[src/design/aip_pkg.sv]
// Shared types and constants for the ASCII integer parser.
// Used by every module of the block; depends on nothing else.
package aip_pkg;

  localparam int unsigned CH_W       = 8;
  localparam int unsigned VAL_W      = 64;
  localparam int unsigned DIG_W      = 4;
  localparam int unsigned ERR_W      = 2;
  localparam int unsigned IN_TDATA_W = 8;
  // value, then error_code, padded to whole bytes
  localparam int unsigned OUT_TDATA_W = ((VAL_W + ERR_W + 7) / 8) * 8;
  localparam int unsigned OUT_PAD_W   = OUT_TDATA_W - VAL_W - ERR_W;

  localparam logic [CH_W-1:0] CH_ZERO  = 8'h30;
  localparam logic [CH_W-1:0] CH_ONE   = 8'h31;
  localparam logic [CH_W-1:0] CH_NINE  = 8'h39;
  localparam logic [CH_W-1:0] CH_A_LC  = 8'h61;
  localparam logic [CH_W-1:0] CH_F_LC  = 8'h66;
  localparam logic [CH_W-1:0] CH_X_LC  = 8'h78;
  localparam logic [CH_W-1:0] CH_X_UC  = 8'h58;
  localparam logic [CH_W-1:0] CH_MINUS = 8'h2d;
  localparam logic [CH_W-1:0] CH_BLANK = 8'h20;

  // 'a' has low nibble 1; adding 9 gives its digit value 10
  localparam logic [DIG_W-1:0] HEX_LC_OFS = 4'd9;

  typedef enum logic [6:0] {
    ST_START = 7'b000_0001,
    ST_ZERO  = 7'b000_0010,
    ST_DEC   = 7'b000_0100,
    ST_NEG   = 7'b000_1000,
    ST_X     = 7'b001_0000,
    ST_HEX   = 7'b010_0000,
    ST_BLANK = 7'b100_0000
  } pstate_e;

  typedef enum logic [ERR_W-1:0] {
    ERR_NONE = 2'd0,
    ERR_CHAR = 2'd1,
    ERR_UOVF = 2'd2,
    ERR_SOVF = 2'd3
  } err_e;

  typedef struct packed {
    pstate_e          st;
    logic [VAL_W-1:0] acc;
    logic             neg;
    err_e             err;
  } pctx_t;

  localparam pctx_t CTX_RESET = '{st: ST_START, acc: '0, neg: 1'b0, err: ERR_NONE};

endpackage

[src/design/aip_in_stage.sv]
// Input register of the parser: holds one accepted character and its last flag.
// Depends on aip_pkg.
module aip_in_stage
  import aip_pkg::*;
(
  input  logic                  clk_i,
  input  logic                  rst_ni,
  input  logic                  s_axis_tvalid,
  output logic                  s_axis_tready,
  input  logic [IN_TDATA_W-1:0] s_axis_tdata,   // [7:0] ch
  input  logic                  s_axis_tlast,   // is_last
  input  logic                  take_i,
  output logic                  valid_o,
  output logic [CH_W-1:0]       ch_o,
  output logic                  last_o
);

  logic            valid_q, valid_d;
  logic [CH_W-1:0] ch_q;
  logic            last_q;
  logic            load;

  assign s_axis_tready = !valid_q || take_i;
  assign load          = s_axis_tvalid && s_axis_tready;

  always_comb begin
    valid_d = valid_q;
    if (load) begin
      valid_d = 1'b1;
    end else if (take_i) begin
      valid_d = 1'b0;
    end
  end

  always_ff @(posedge clk_i or negedge rst_ni) begin
    if (!rst_ni) begin
      valid_q <= 1'b0;
    end else begin
      valid_q <= valid_d;
    end
  end

  always_ff @(posedge clk_i) begin
    if (load) begin
      ch_q   <= s_axis_tdata[CH_W-1:0];
      last_q <= s_axis_tlast;
    end
  end

  assign valid_o = valid_q;
  assign ch_o    = ch_q;
  assign last_o  = last_q;

endmodule

[src/design/aip_step.sv]
// One parser step: next parse state, accumulator and error for one character.
// Pure combinational logic; depends on aip_pkg.
module aip_step
  import aip_pkg::*;
(
  input  pctx_t           cur_i,
  input  logic [CH_W-1:0] ch_i,
  output pctx_t           nxt_o
);

  logic               is_dec, is_nz, is_hex_lc, is_x;
  logic [DIG_W-1:0]   dec_d, hex_d;
  logic [VAL_W+3:0]   mul10;
  logic               dec_ovf, hex_ovf;

  assign is_dec    = (ch_i >= CH_ZERO) && (ch_i <= CH_NINE);
  assign is_nz     = (ch_i >= CH_ONE) && (ch_i <= CH_NINE);
  assign is_hex_lc = (ch_i >= CH_A_LC) && (ch_i <= CH_F_LC);
  assign is_x      = (ch_i == CH_X_LC) || (ch_i == CH_X_UC);

  assign dec_d = ch_i[DIG_W-1:0];
  assign hex_d = is_dec ? dec_d : ch_i[DIG_W-1:0] + HEX_LC_OFS;

  // acc * 10 + d as acc * 8 + acc * 2 + d, carries kept for an exact overflow test
  assign mul10   = {1'b0, cur_i.acc, 3'b000} + {3'b000, cur_i.acc, 1'b0}
                 + {{VAL_W{1'b0}}, dec_d};
  assign dec_ovf = |mul10[VAL_W+3:VAL_W];
  assign hex_ovf = |cur_i.acc[VAL_W-1:VAL_W-DIG_W];

  always_comb begin
    nxt_o = cur_i;
    // sticky error: ignore the rest of the string
    if (cur_i.err == ERR_NONE) begin
      unique case (cur_i.st)
        ST_START: begin
          priority if (ch_i == CH_ZERO) begin
            nxt_o.st  = ST_ZERO;
            nxt_o.acc = '0;
          end else if (is_nz) begin
            nxt_o.st  = ST_DEC;
            nxt_o.acc = {{(VAL_W-DIG_W){1'b0}}, dec_d};
          end else if (ch_i == CH_MINUS) begin
            nxt_o.st  = ST_NEG;
            nxt_o.neg = 1'b1;
          end else begin
            // hold on a leading blank
            if (ch_i != CH_BLANK) nxt_o.err = ERR_CHAR;
          end
        end
        ST_ZERO: begin
          priority if (is_x) begin
            nxt_o.st = ST_X;
          end else if (is_dec) begin
            nxt_o.st = ST_DEC;
            if (dec_ovf) nxt_o.err = ERR_UOVF;
            else         nxt_o.acc = mul10[VAL_W-1:0];
          end else if (ch_i == CH_BLANK) begin
            nxt_o.st = ST_BLANK;
          end else begin
            nxt_o.err = ERR_CHAR;
          end
        end
        ST_DEC: begin
          if (is_dec) begin
            if (dec_ovf) nxt_o.err = ERR_UOVF;
            else         nxt_o.acc = mul10[VAL_W-1:0];
          end else begin
            nxt_o.err = ERR_CHAR;
          end
        end
        ST_NEG: begin
          priority if (is_nz) begin
            nxt_o.st  = ST_DEC;
            nxt_o.acc = {{(VAL_W-DIG_W){1'b0}}, dec_d};
          end else if (ch_i == CH_ZERO) begin
            nxt_o.st = ST_ZERO;
          end else begin
            nxt_o.err = ERR_CHAR;
          end
        end
        ST_X, ST_HEX: begin
          if (is_dec || is_hex_lc) begin
            nxt_o.st = ST_HEX;
            if (hex_ovf) nxt_o.err = ERR_UOVF;
            else         nxt_o.acc = {cur_i.acc[VAL_W-DIG_W-1:0], hex_d};
          end else begin
            nxt_o.err = ERR_CHAR;
          end
        end
        ST_BLANK: begin
          if (ch_i != CH_BLANK) nxt_o.err = ERR_CHAR;
        end
        default: begin
          nxt_o.err = ERR_CHAR;
        end
      endcase
    end
  end

endmodule

[src/design/aip_out_stage.sv]
// Result register: applies the sign, signed overflow check and error zeroing.
// Depends on aip_pkg.
module aip_out_stage
  import aip_pkg::*;
(
  input  logic                   clk_i,
  input  logic                   rst_ni,
  input  logic                   fin_valid_i,
  input  pctx_t                  fin_ctx_i,
  output logic                   fin_ready_o,
  output logic                   m_axis_tvalid,
  input  logic                   m_axis_tready,
  output logic [OUT_TDATA_W-1:0] m_axis_tdata   // [63:0] value, [65:64] error_code
);

  logic             valid_q, valid_d;
  logic [VAL_W-1:0] value_q, value_d;
  err_e             code_q, code_d;
  logic             load;

  assign fin_ready_o = !valid_q || m_axis_tready;
  assign load        = fin_valid_i && fin_ready_o;

  always_comb begin
    value_d = '0;
    code_d  = fin_ctx_i.err;
    if (fin_ctx_i.err == ERR_NONE) begin
      if (!fin_ctx_i.neg) begin
        value_d = fin_ctx_i.acc;
      end else if (fin_ctx_i.acc[VAL_W-1]) begin
        code_d = ERR_SOVF;
      end else begin
        value_d = '0 - fin_ctx_i.acc;
      end
    end
  end

  always_comb begin
    valid_d = valid_q;
    if (load) begin
      valid_d = 1'b1;
    end else if (m_axis_tready) begin
      valid_d = 1'b0;
    end
  end

  always_ff @(posedge clk_i or negedge rst_ni) begin
    if (!rst_ni) begin
      valid_q <= 1'b0;
    end else begin
      valid_q <= valid_d;
    end
  end

  always_ff @(posedge clk_i) begin
    if (load) begin
      value_q <= value_d;
      code_q  <= code_d;
    end
  end

  assign m_axis_tvalid = valid_q;
  assign m_axis_tdata  = {{OUT_PAD_W{1'b0}}, code_q, value_q};

endmodule

[src/design/ascii_integer_parser.sv]
// Top level of the ASCII integer parser: input register, parse step, final
// context register and result register. Depends on aip_pkg, aip_in_stage,
// aip_step and aip_out_stage.
//
//   channel  direction  bits  contents
//   s_axis   in         8+1   tdata[7:0] ch, tlast is_last
//   m_axis   out        72    tdata[63:0] value, tdata[65:64] error_code
//
// One character is taken per cycle unless a stalled result holds back a last
// character. A string's result passes the input register, the parse step into
// the final context register, and sign and overflow handling into the result
// register. The decimal multiply-add (acc * 8 + acc * 2 + digit) sets the cycle
// time. Reset clears the parse context and all valid flags. A stalled result
// holds the pipe only behind a last character; other characters keep flowing.
module ascii_integer_parser
  import aip_pkg::*;
(
  input  logic                   clk_i,
  input  logic                   rst_ni,
  input  logic                   s_axis_tvalid,
  output logic                   s_axis_tready,
  input  logic [IN_TDATA_W-1:0]  s_axis_tdata,   // [7:0] ch
  input  logic                   s_axis_tlast,   // is_last
  output logic                   m_axis_tvalid,
  input  logic                   m_axis_tready,
  output logic [OUT_TDATA_W-1:0] m_axis_tdata    // [63:0] value, [65:64] error_code
);

  logic            in_valid, in_last, take;
  logic [CH_W-1:0] in_ch;
  pctx_t           ctx_q, ctx_d, ctx_nxt;
  logic            fin_valid_q, fin_valid_d, fin_ready;
  pctx_t           fin_ctx_q;
  logic            fin_free;

  aip_in_stage u_in (
    .clk_i         (clk_i),
    .rst_ni        (rst_ni),
    .s_axis_tvalid (s_axis_tvalid),
    .s_axis_tready (s_axis_tready),
    .s_axis_tdata  (s_axis_tdata),
    .s_axis_tlast  (s_axis_tlast),
    .take_i        (take),
    .valid_o       (in_valid),
    .ch_o          (in_ch),
    .last_o        (in_last)
  );

  aip_step u_step (
    .cur_i (ctx_q),
    .ch_i  (in_ch),
    .nxt_o (ctx_nxt)
  );

  // only a last character needs room in the final context register
  assign fin_free = !fin_valid_q || fin_ready;
  assign take     = in_valid && (!in_last || fin_free);

  always_comb begin
    ctx_d = ctx_q;
    if (take) begin
      ctx_d = in_last ? CTX_RESET : ctx_nxt;
    end
  end

  always_comb begin
    fin_valid_d = fin_valid_q;
    if (take && in_last) begin
      fin_valid_d = 1'b1;
    end else if (fin_ready) begin
      fin_valid_d = 1'b0;
    end
  end

  always_ff @(posedge clk_i or negedge rst_ni) begin
    if (!rst_ni) begin
      ctx_q       <= CTX_RESET;
      fin_valid_q <= 1'b0;
    end else begin
      ctx_q       <= ctx_d;
      fin_valid_q <= fin_valid_d;
    end
  end

  always_ff @(posedge clk_i) begin
    if (take && in_last) begin
      fin_ctx_q <= ctx_nxt;
    end
  end

  aip_out_stage u_out (
    .clk_i         (clk_i),
    .rst_ni        (rst_ni),
    .fin_valid_i   (fin_valid_q),
    .fin_ctx_i     (fin_ctx_q),
    .fin_ready_o   (fin_ready),
    .m_axis_tvalid (m_axis_tvalid),
    .m_axis_tready (m_axis_tready),
    .m_axis_tdata  (m_axis_tdata)
  );

endmodule

[config.mk]
export PLATFORM = sky130hd
export DESIGN_NAME = ascii_integer_parser
export DESIGN_NICKNAME = d
export VERILOG_FILES = /design/src/design/aip_pkg.sv /design/src/design/aip_in_stage.sv /design/src/design/aip_step.sv /design/src/design/aip_out_stage.sv /design/src/design/ascii_integer_parser.sv
export SDC_FILE = /design/constraint.sdc
export NUM_CORES = 1
export LEC_CHECK = 0
export ABC_CLOCK_PERIOD_IN_PS = 5150
export BUFFER_PORTS_ARGS = -buffer_cell sky130_fd_sc_hd__buf_4
export CORE_MARGIN = 3
export CORE_UTILIZATION = 60
export DETAILED_ROUTE_END_ITERATION = 8
export PLACE_DENSITY = 0.78
export SLEW_MARGIN = 20
export SYNTH_ARGS = -nofsm -noshare
export SYNTH_HDL_FRONTEND = slang
export SYNTH_HIERARCHICAL = 1
export SYNTH_SLANG_ARGS = --single-unit
export TNS_END_PERCENT = 20
[constraint.sdc]
create_clock -name clk_i -period 5.15 [get_ports clk_i]
set_clock_uncertainty 0.15 [all_clocks]
set_input_delay 0.7725 -clock clk_i [delete_from_list [all_inputs] [get_ports clk_i]]
set_output_delay 0.7725 -clock clk_i [all_outputs]
set_load 0.03 [all_outputs]
==> flow_metrics.tcl, run 1 <==
set metrics [dict create \
    root_buffer "clkbuf_16" \
    hp-class "primary input to async pin" \
    drive_above_1_share 0.1189 \
    areaGrowthSynthToFinish_pct 10.72 \
    coreArea_sq_mm 0.02894 \
    cts_hold_buf 0 \
    hpwl_um 36410 \
    post_cts_buffers 0 \
    die_w_um 178.2 \
    track_usage 0.3172 \
    power.leakage_nw 7.972 \
    ys_warn_count 6 \
    routed_wl_um 51660 \
    status "completed" \
    drt_iter0_drc 1884 \
    worst_ir_drop_vdd_uv 254.9 \
    place_inst 2384 \
    initial_utilization 0.6151 \
    wl_per_cell_um 21.29 \
    cap_violations 0 \
    drtAntennaViolNets 0 \
    multi_input_comb_area_sq_mm 0.01064 \
    antenna_found_initial 2 \
    clk_pin_slew_worst_paths_ns 0.07 \
    required_ns 5.36 \
    cts_max_level 1 \
    fmax_mhz 202.3 \
    num-nets-final 2172 \
    cts.path.max_buffers 3 \
    grt_overflow 0 \
    place_congestion 0.9691 \
    critPathTopFamily "compound AO/OA/AOI/OAI gates" \
    crit_top_cell "ha_1" \
    critPathKind "register to register" \
    grt_pass1_vias 15010 \
    cts_tree "done" \
    die_h_um 178.2 \
    cts_sinks 219 \
    worstSetupStartpointType "register" \
    crit_path_max_fanout 15 \
    dr.pass1.iters 5 \
    instances_no_fill 2427 \
    grt_max_degree 87 \
    viasPerCell 6.593 \
    grt_pass1_wl_um 81120 \
    regArea_sq_mm 0.006196 \
    route.detailed.drc 0 \
    clk_latency_ns 0.53 \
    slew_headroom 0.2860 \
    fin_crit_ns 4.943 \
    port_buffers 80 \
    io_pins 87 \
    finalHoldViolations 0 \
    slew_violations 0 \
    synthCells 1978 \
    syn_avg_cell_area_sq_um 8.998 \
    fill_cells 2266 \
    fin_area_sq_mm 0.01971 \
    dpl_cell_area_sq_mm 0.01886 \
    powerDensity_mw_per_mm2 355.0 \
    via_count 16000 \
    syn_area_sq_mm 0.01780 \
    die_area_sq_mm 0.03176 \
    antenna_cells 0 \
    worstPathCellList "ha_1, ha_1, and3_1, and2_0, o21ai_0, a41oi_1, o21bai_2, o311ai_4, a211oi_2, xnor2_1, or4_1, a21o_4, a221o_1, nand3b_1, o211ai_1" \
    num_rows 62 \
    cpPeakStageDelay_ns 0.57 \
    critPathArrivalTime_ns 5.15 \
    finalPower_mw 6.996 \
    critPathCaptureType "register" \
    cts_buffers 24 \
    worst_path_max_delay_cell "or4_1" \
    worstMarginPinSlew_ns 1.071 \
    rsz0062_at_grt "true" \
    setup_violations 0 \
    post-route-period-util 0.9597 \
    critical_path_buf_inv_count 0 \
]
==> timing repair <==
item	CTS	global route
resized for setup	1	17
pin swaps	0	2
setup endpoints to repair	14	89
endpoints found under the hold margin	0	0
==> placed cells by master, fill, tap and decap left out, drive strengths merged, types with 15 or more instances in the layout <==
cell       n
a22oi     18
clkbuf    32
a221o     33
xor2      44
a221oi    15
o21bai    23
nor2     100
xnor2     46
nand2    115
inv      135
a21o      33
o41ai     19
dfrtp     76
nand2b   111
nand4     37
nor3      42
mux2i     42
nor4      15
ha       131
and3      24
edfxtp   142
nand3b    80
a21oi    140
nand3     26
o21ai    127
o211ai    83
buf      149
a31oi     27
a2bb2oi   30
==> sequential cells by signal, indices dropped and copies added (netlist names) <==
name                 cells
u_out/value_q           64
fin_valid_q              1
fin_ctx_q               67
u_out/m_axis_tvalid      1
u_in/ch_o                8
ctx_q                   74
u_out/code_q             2
u_in/valid_o             1
u_in/last_o              1
==> final cells by class <==
type	instances	share of cell area
multi-input cells	1499	0.5398
flip-flops and latches	219	0.3144
repair buffers	149	0.05715
clock buffers	32	0.03410
inverters	133	0.02534
well taps	384	0.02438
clock inverters	11	0.004762
==> power by group <==
| part | leakage [nW] | total (mW) | internal, mW | switching, mW |
|---|---|---|---|---|
| Clock | 0.379 | 1.69 | 0.970 | 0.723 |
| Combinational | 5.16 | 2.81 | 1.10 | 1.71 |
| Sequential | 2.43 | 2.49 | 2.19 | 0.297 |
| Total | 7.97 | 7.00 | 4.27 | 2.73 |
==> per-stage QoR <==
| stage | worst slack, ns | util | hold WS, ns | setup TNS (ns) |
|---|---|---|---|---|
| 2_1_floorplan | 0.4687 | - | 0.3131 | 0 |
| 3_3_place_gp | 0.1795 | 0.6516 | 0.3307 | 0 |
| 3_5_place_dp | -0.03572 | 0.6516 | 0.3373 | -0.2262 |
| 4_1_cts | 0.01486 | 0.6782 | 0.07592 | 0 |
| 5_1_grt | -0.02204 | 0.6810 | 0.08877 | -0.03749 |
| 6_report | 0.2074 | 0.6810 | 0.06180 | 0 |
==> routing by layer <==
metal / routed length (um) / global-route usage / part of all wire / vias to the layer above
met5: 15 / 0 / 0.00029 / -
met2: 22870 / 0.4939 / 0.44 / 836
met3: 4953 / 0.05598 / 0.096 / 115
met4: 1303 / 0.07890 / 0.025 / 2
li1: - / - / - / 7459
met1: 22520 / 0.4604 / 0.44 / 7589
==> path summary, 6_finish.rpt <==
path	start	endpoint	slack, ns	cells past startpoint
max reg2reg	ctx_q[45]	ctx_q[31]	0.21	15
min in group clk_i	s_axis_tdata[7]	u_in/ch_o[7]	0.27	1
min reg2reg	fin_valid_q	u_out/m_axis_tvalid	0.35	1
max in group asynchronous	rst_ni	ctx_q[20]	3.75	2
min	rst_ni	ctx_q[52]	0.06	1
max	ctx_q[45]	ctx_q[31]	0.21	15
Power figures use the tool's default switching activity.
==> inputs of run 2 (changes only) <==
--- a/config.mk
+++ b/config.mk
@@ -7,10 +7,12 @@
 export LEC_CHECK = 0
 export ABC_CLOCK_PERIOD_IN_PS = 5150
 export BUFFER_PORTS_ARGS = -buffer_cell sky130_fd_sc_hd__buf_4
+export CELL_PAD_IN_SITES_DETAIL_PLACEMENT = 1
+export CELL_PAD_IN_SITES_GLOBAL_PLACEMENT = 1
 export CORE_MARGIN = 3
-export CORE_UTILIZATION = 60
+export CORE_UTILIZATION = 49
 export DETAILED_ROUTE_END_ITERATION = 8
-export PLACE_DENSITY = 0.78
+export PLACE_DENSITY_LB_ADDON = 0.1
 export SLEW_MARGIN = 20
 export SYNTH_ARGS = -nofsm -noshare
 export SYNTH_HDL_FRONTEND = slang
==> flow_metrics.tcl, run 2 (synthesis gave the netlist of run 1 again) <==
set metrics [dict create \
    hpwl_um 42590 \
    num_rows 69 \
    cap_violations 0 \
    drt_iter0_drc 1180 \
    hp-class "primary input to async pin" \
    crit_cells 15 \
    dpl_cell_area_sq_mm 0.01889 \
    cts.path.max_buffers 3 \
    die_h_um 196.6 \
    coreArea_sq_mm 0.03566 \
    rrSetupSlack_ns 0.17 \
    slew_headroom 0.2971 \
    crit_path_max_fanout 15 \
    fin_area_sq_mm 0.01994 \
    drtAntennaViolNets 0 \
    power_frac_seq 0.341 \
    final_common_cell "edfxtp_1" \
    critPathKind "register to register" \
    fin_crit_ns 4.979 \
    worstPathCellList "ha_1, ha_1, nand4_1, a2111oi_2, o31ai_2, a31oi_2, o211ai_1, o41ai_4, a22o_1, o22ai_1, or4_1, a21o_4, a221o_1, nand3b_1, o211ai_1" \
    p_int_mw 4.523 \
    root_buffer "clkbuf_16" \
    startpoint "ctx_q[12]" \
    r2r_cells 15 \
    wl_met1_um 26000 \
    power.leakage_nw 7.949 \
    areaGrowthSynthToFinish_pct 12.03 \
    timing.rr.end "ctx_q[50]" \
    critPathArrivalTime_ns 5.23 \
    grt_overflow 0 \
    worst_path_max_delay_cell "or4_1" \
    top_register "ctx_q" \
    switching_power_mw 2.880 \
    critPathCaptureType "register" \
    initial_utilization 0.4991 \
    largest_reg_flops 74 \
    worstSetupStartpointType "register" \
    io_pins 87 \
    instances_no_fill 2503 \
    critical_path_buf_inv_count 0 \
    cts_sinks 219 \
    critPathTopFamily "compound AO/OA/AOI/OAI gates" \
    grt_pass1_vias 16630 \
    num-nets-final 2168 \
    cts_max_level 1 \
    place_congestion 0.9408 \
    drive_above_1_share 0.1185 \
    post-route-period-util 0.9668 \
    cts_tree "done" \
    largestRegisters "ctx_q: 74 flops, fin_ctx_q: 67 flops, u_out/value_q: 64 flops" \
    die_w_um 196.6 \
    p_comb_frac 0.384 \
    wl_met2_um 26780 \
    port_buffers 80 \
    cts_hold_buf 0 \
    antenna_cells 0 \
    place_inst 2451 \
    grt_pass1_wl_um 93050 \
    powerDensity_mw_per_mm2 371.3 \
    cpPeakStageDelay_ns 0.49 \
    worst_ir_drop_vdd_uv 279.5 \
    dr.pass1.iters 6 \
    route.met3.wl_um 4536 \
    finalHoldViolations 0 \
    routed_wl_um 59220 \
    required_ns 5.40 \
    fmax_mhz 200.9 \
    swShare 0.3890 \
    antenna_found_initial 8 \
    final_cell_mix "edfxtp_1, buf_4, a21oi_1" \
    slew_violations 0 \
    wl_per_cell_um 23.66 \
    cts_buffers 26 \
    crit_end "ctx_q[50]" \
    clk_pin_slew_worst_paths_ns 0.07 \
    track_usage 0.2986 \
    worstMarginPinSlew_ns 1.046 \
    reg2reg_from "ctx_q[12]" \
    clk_latency_ns 0.58 \
    route.detailed.drc 0 \
    top_layer "met5" \
    grt_max_degree 83 \
    clockPowerShare 0.274 \
    viasPerCell 6.448 \
    setup_violations 0 \
    status "completed" \
    die_area_sq_mm 0.03864 \
    via_count 16140 \
]
run 2: changes by cell type in the layout (fill, tap and decap cells not counted), sizes merged:
cell | previous run | this run
inv | 135 | 134
buf | 149 | 143
clkinv | 7 | 4
clkinvlp | 1 | 2
bufinv | 1 | 6
clkbuf | 32 | 35
run 2: power groups by stage:
stage | logic [mW] | clock network [mW] | registers [mW]
floorplan | 1.78 | 0 | 2.56
global route | 3.08 | 2.13 | 2.57
detailed placement | 2.76 | 0 | 2.55
global placement | 2.66 | 0 | 2.53
CTS | 2.79 | 2.07 | 2.52
finish | 2.85 | 2.03 | 2.53
run 2: through the flow:
stage / total power [mW] / util / TNS [ns] / setup slack, ns / hold slack, ns
final: 7.403 / 0.5592 / 0 / 0.1712 / 0.05508
after global routing: 7.785 / 0.5592 / -0.1146 / -0.03161 / 0.08628
after CTS: 7.371 / 0.5562 / 0 / 0.07314 / 0.06043
after detailed placement: 5.310 / 0.5298 / -0.3799 / -0.04772 / 0.3610
after global placement: 5.186 / 0.5298 / 0 / 0.08817 / 0.3448
after floorplan: 4.332 / - / 0 / 0.4687 / 0.3131
run 2: timing repair:
item	CTS	global route
endpoints found under the setup margin	15	52
gates resized for setup	4	17
hold endpoints to repair	0	0
setup buffers	0	3
pin swaps	0	5
run 2: layer usage:
layer / GRT usage / up-vias
li1: - / 7435
met1: 0.4075 / 8024
met2: 0.4801 / 547
met3: 0.06085 / 131
met4: 0.09609 / 2
met5: 0 / -
run 2: how the worst min path moves through the flow:
stage                      from                  end  slack [ns]  cells after the start
global route             rst_ni            ctx_q[15]        0.09                      1
floorplan           fin_valid_q  u_out/m_axis_tvalid        0.31                      1
CTS                      rst_ni            ctx_q[15]        0.06                      1
detailed placement  fin_valid_q  u_out/m_axis_tvalid        0.36                      1
global placement    fin_valid_q  u_out/m_axis_tvalid        0.34                      1
finish                   rst_ni            ctx_q[15]        0.06                      1
run 2: final cells by class:
class	count	area [sq um]
Timing Repair Buffer	143	1094
Tap cell	461	576.8
Clock buffer	35	684.4
Clock inverter	13	235.2
Fill cell	4130	15720
Inverter	133	499.2
Multi-Input combinational cell	1499	10650
Sequential cell	219	6197
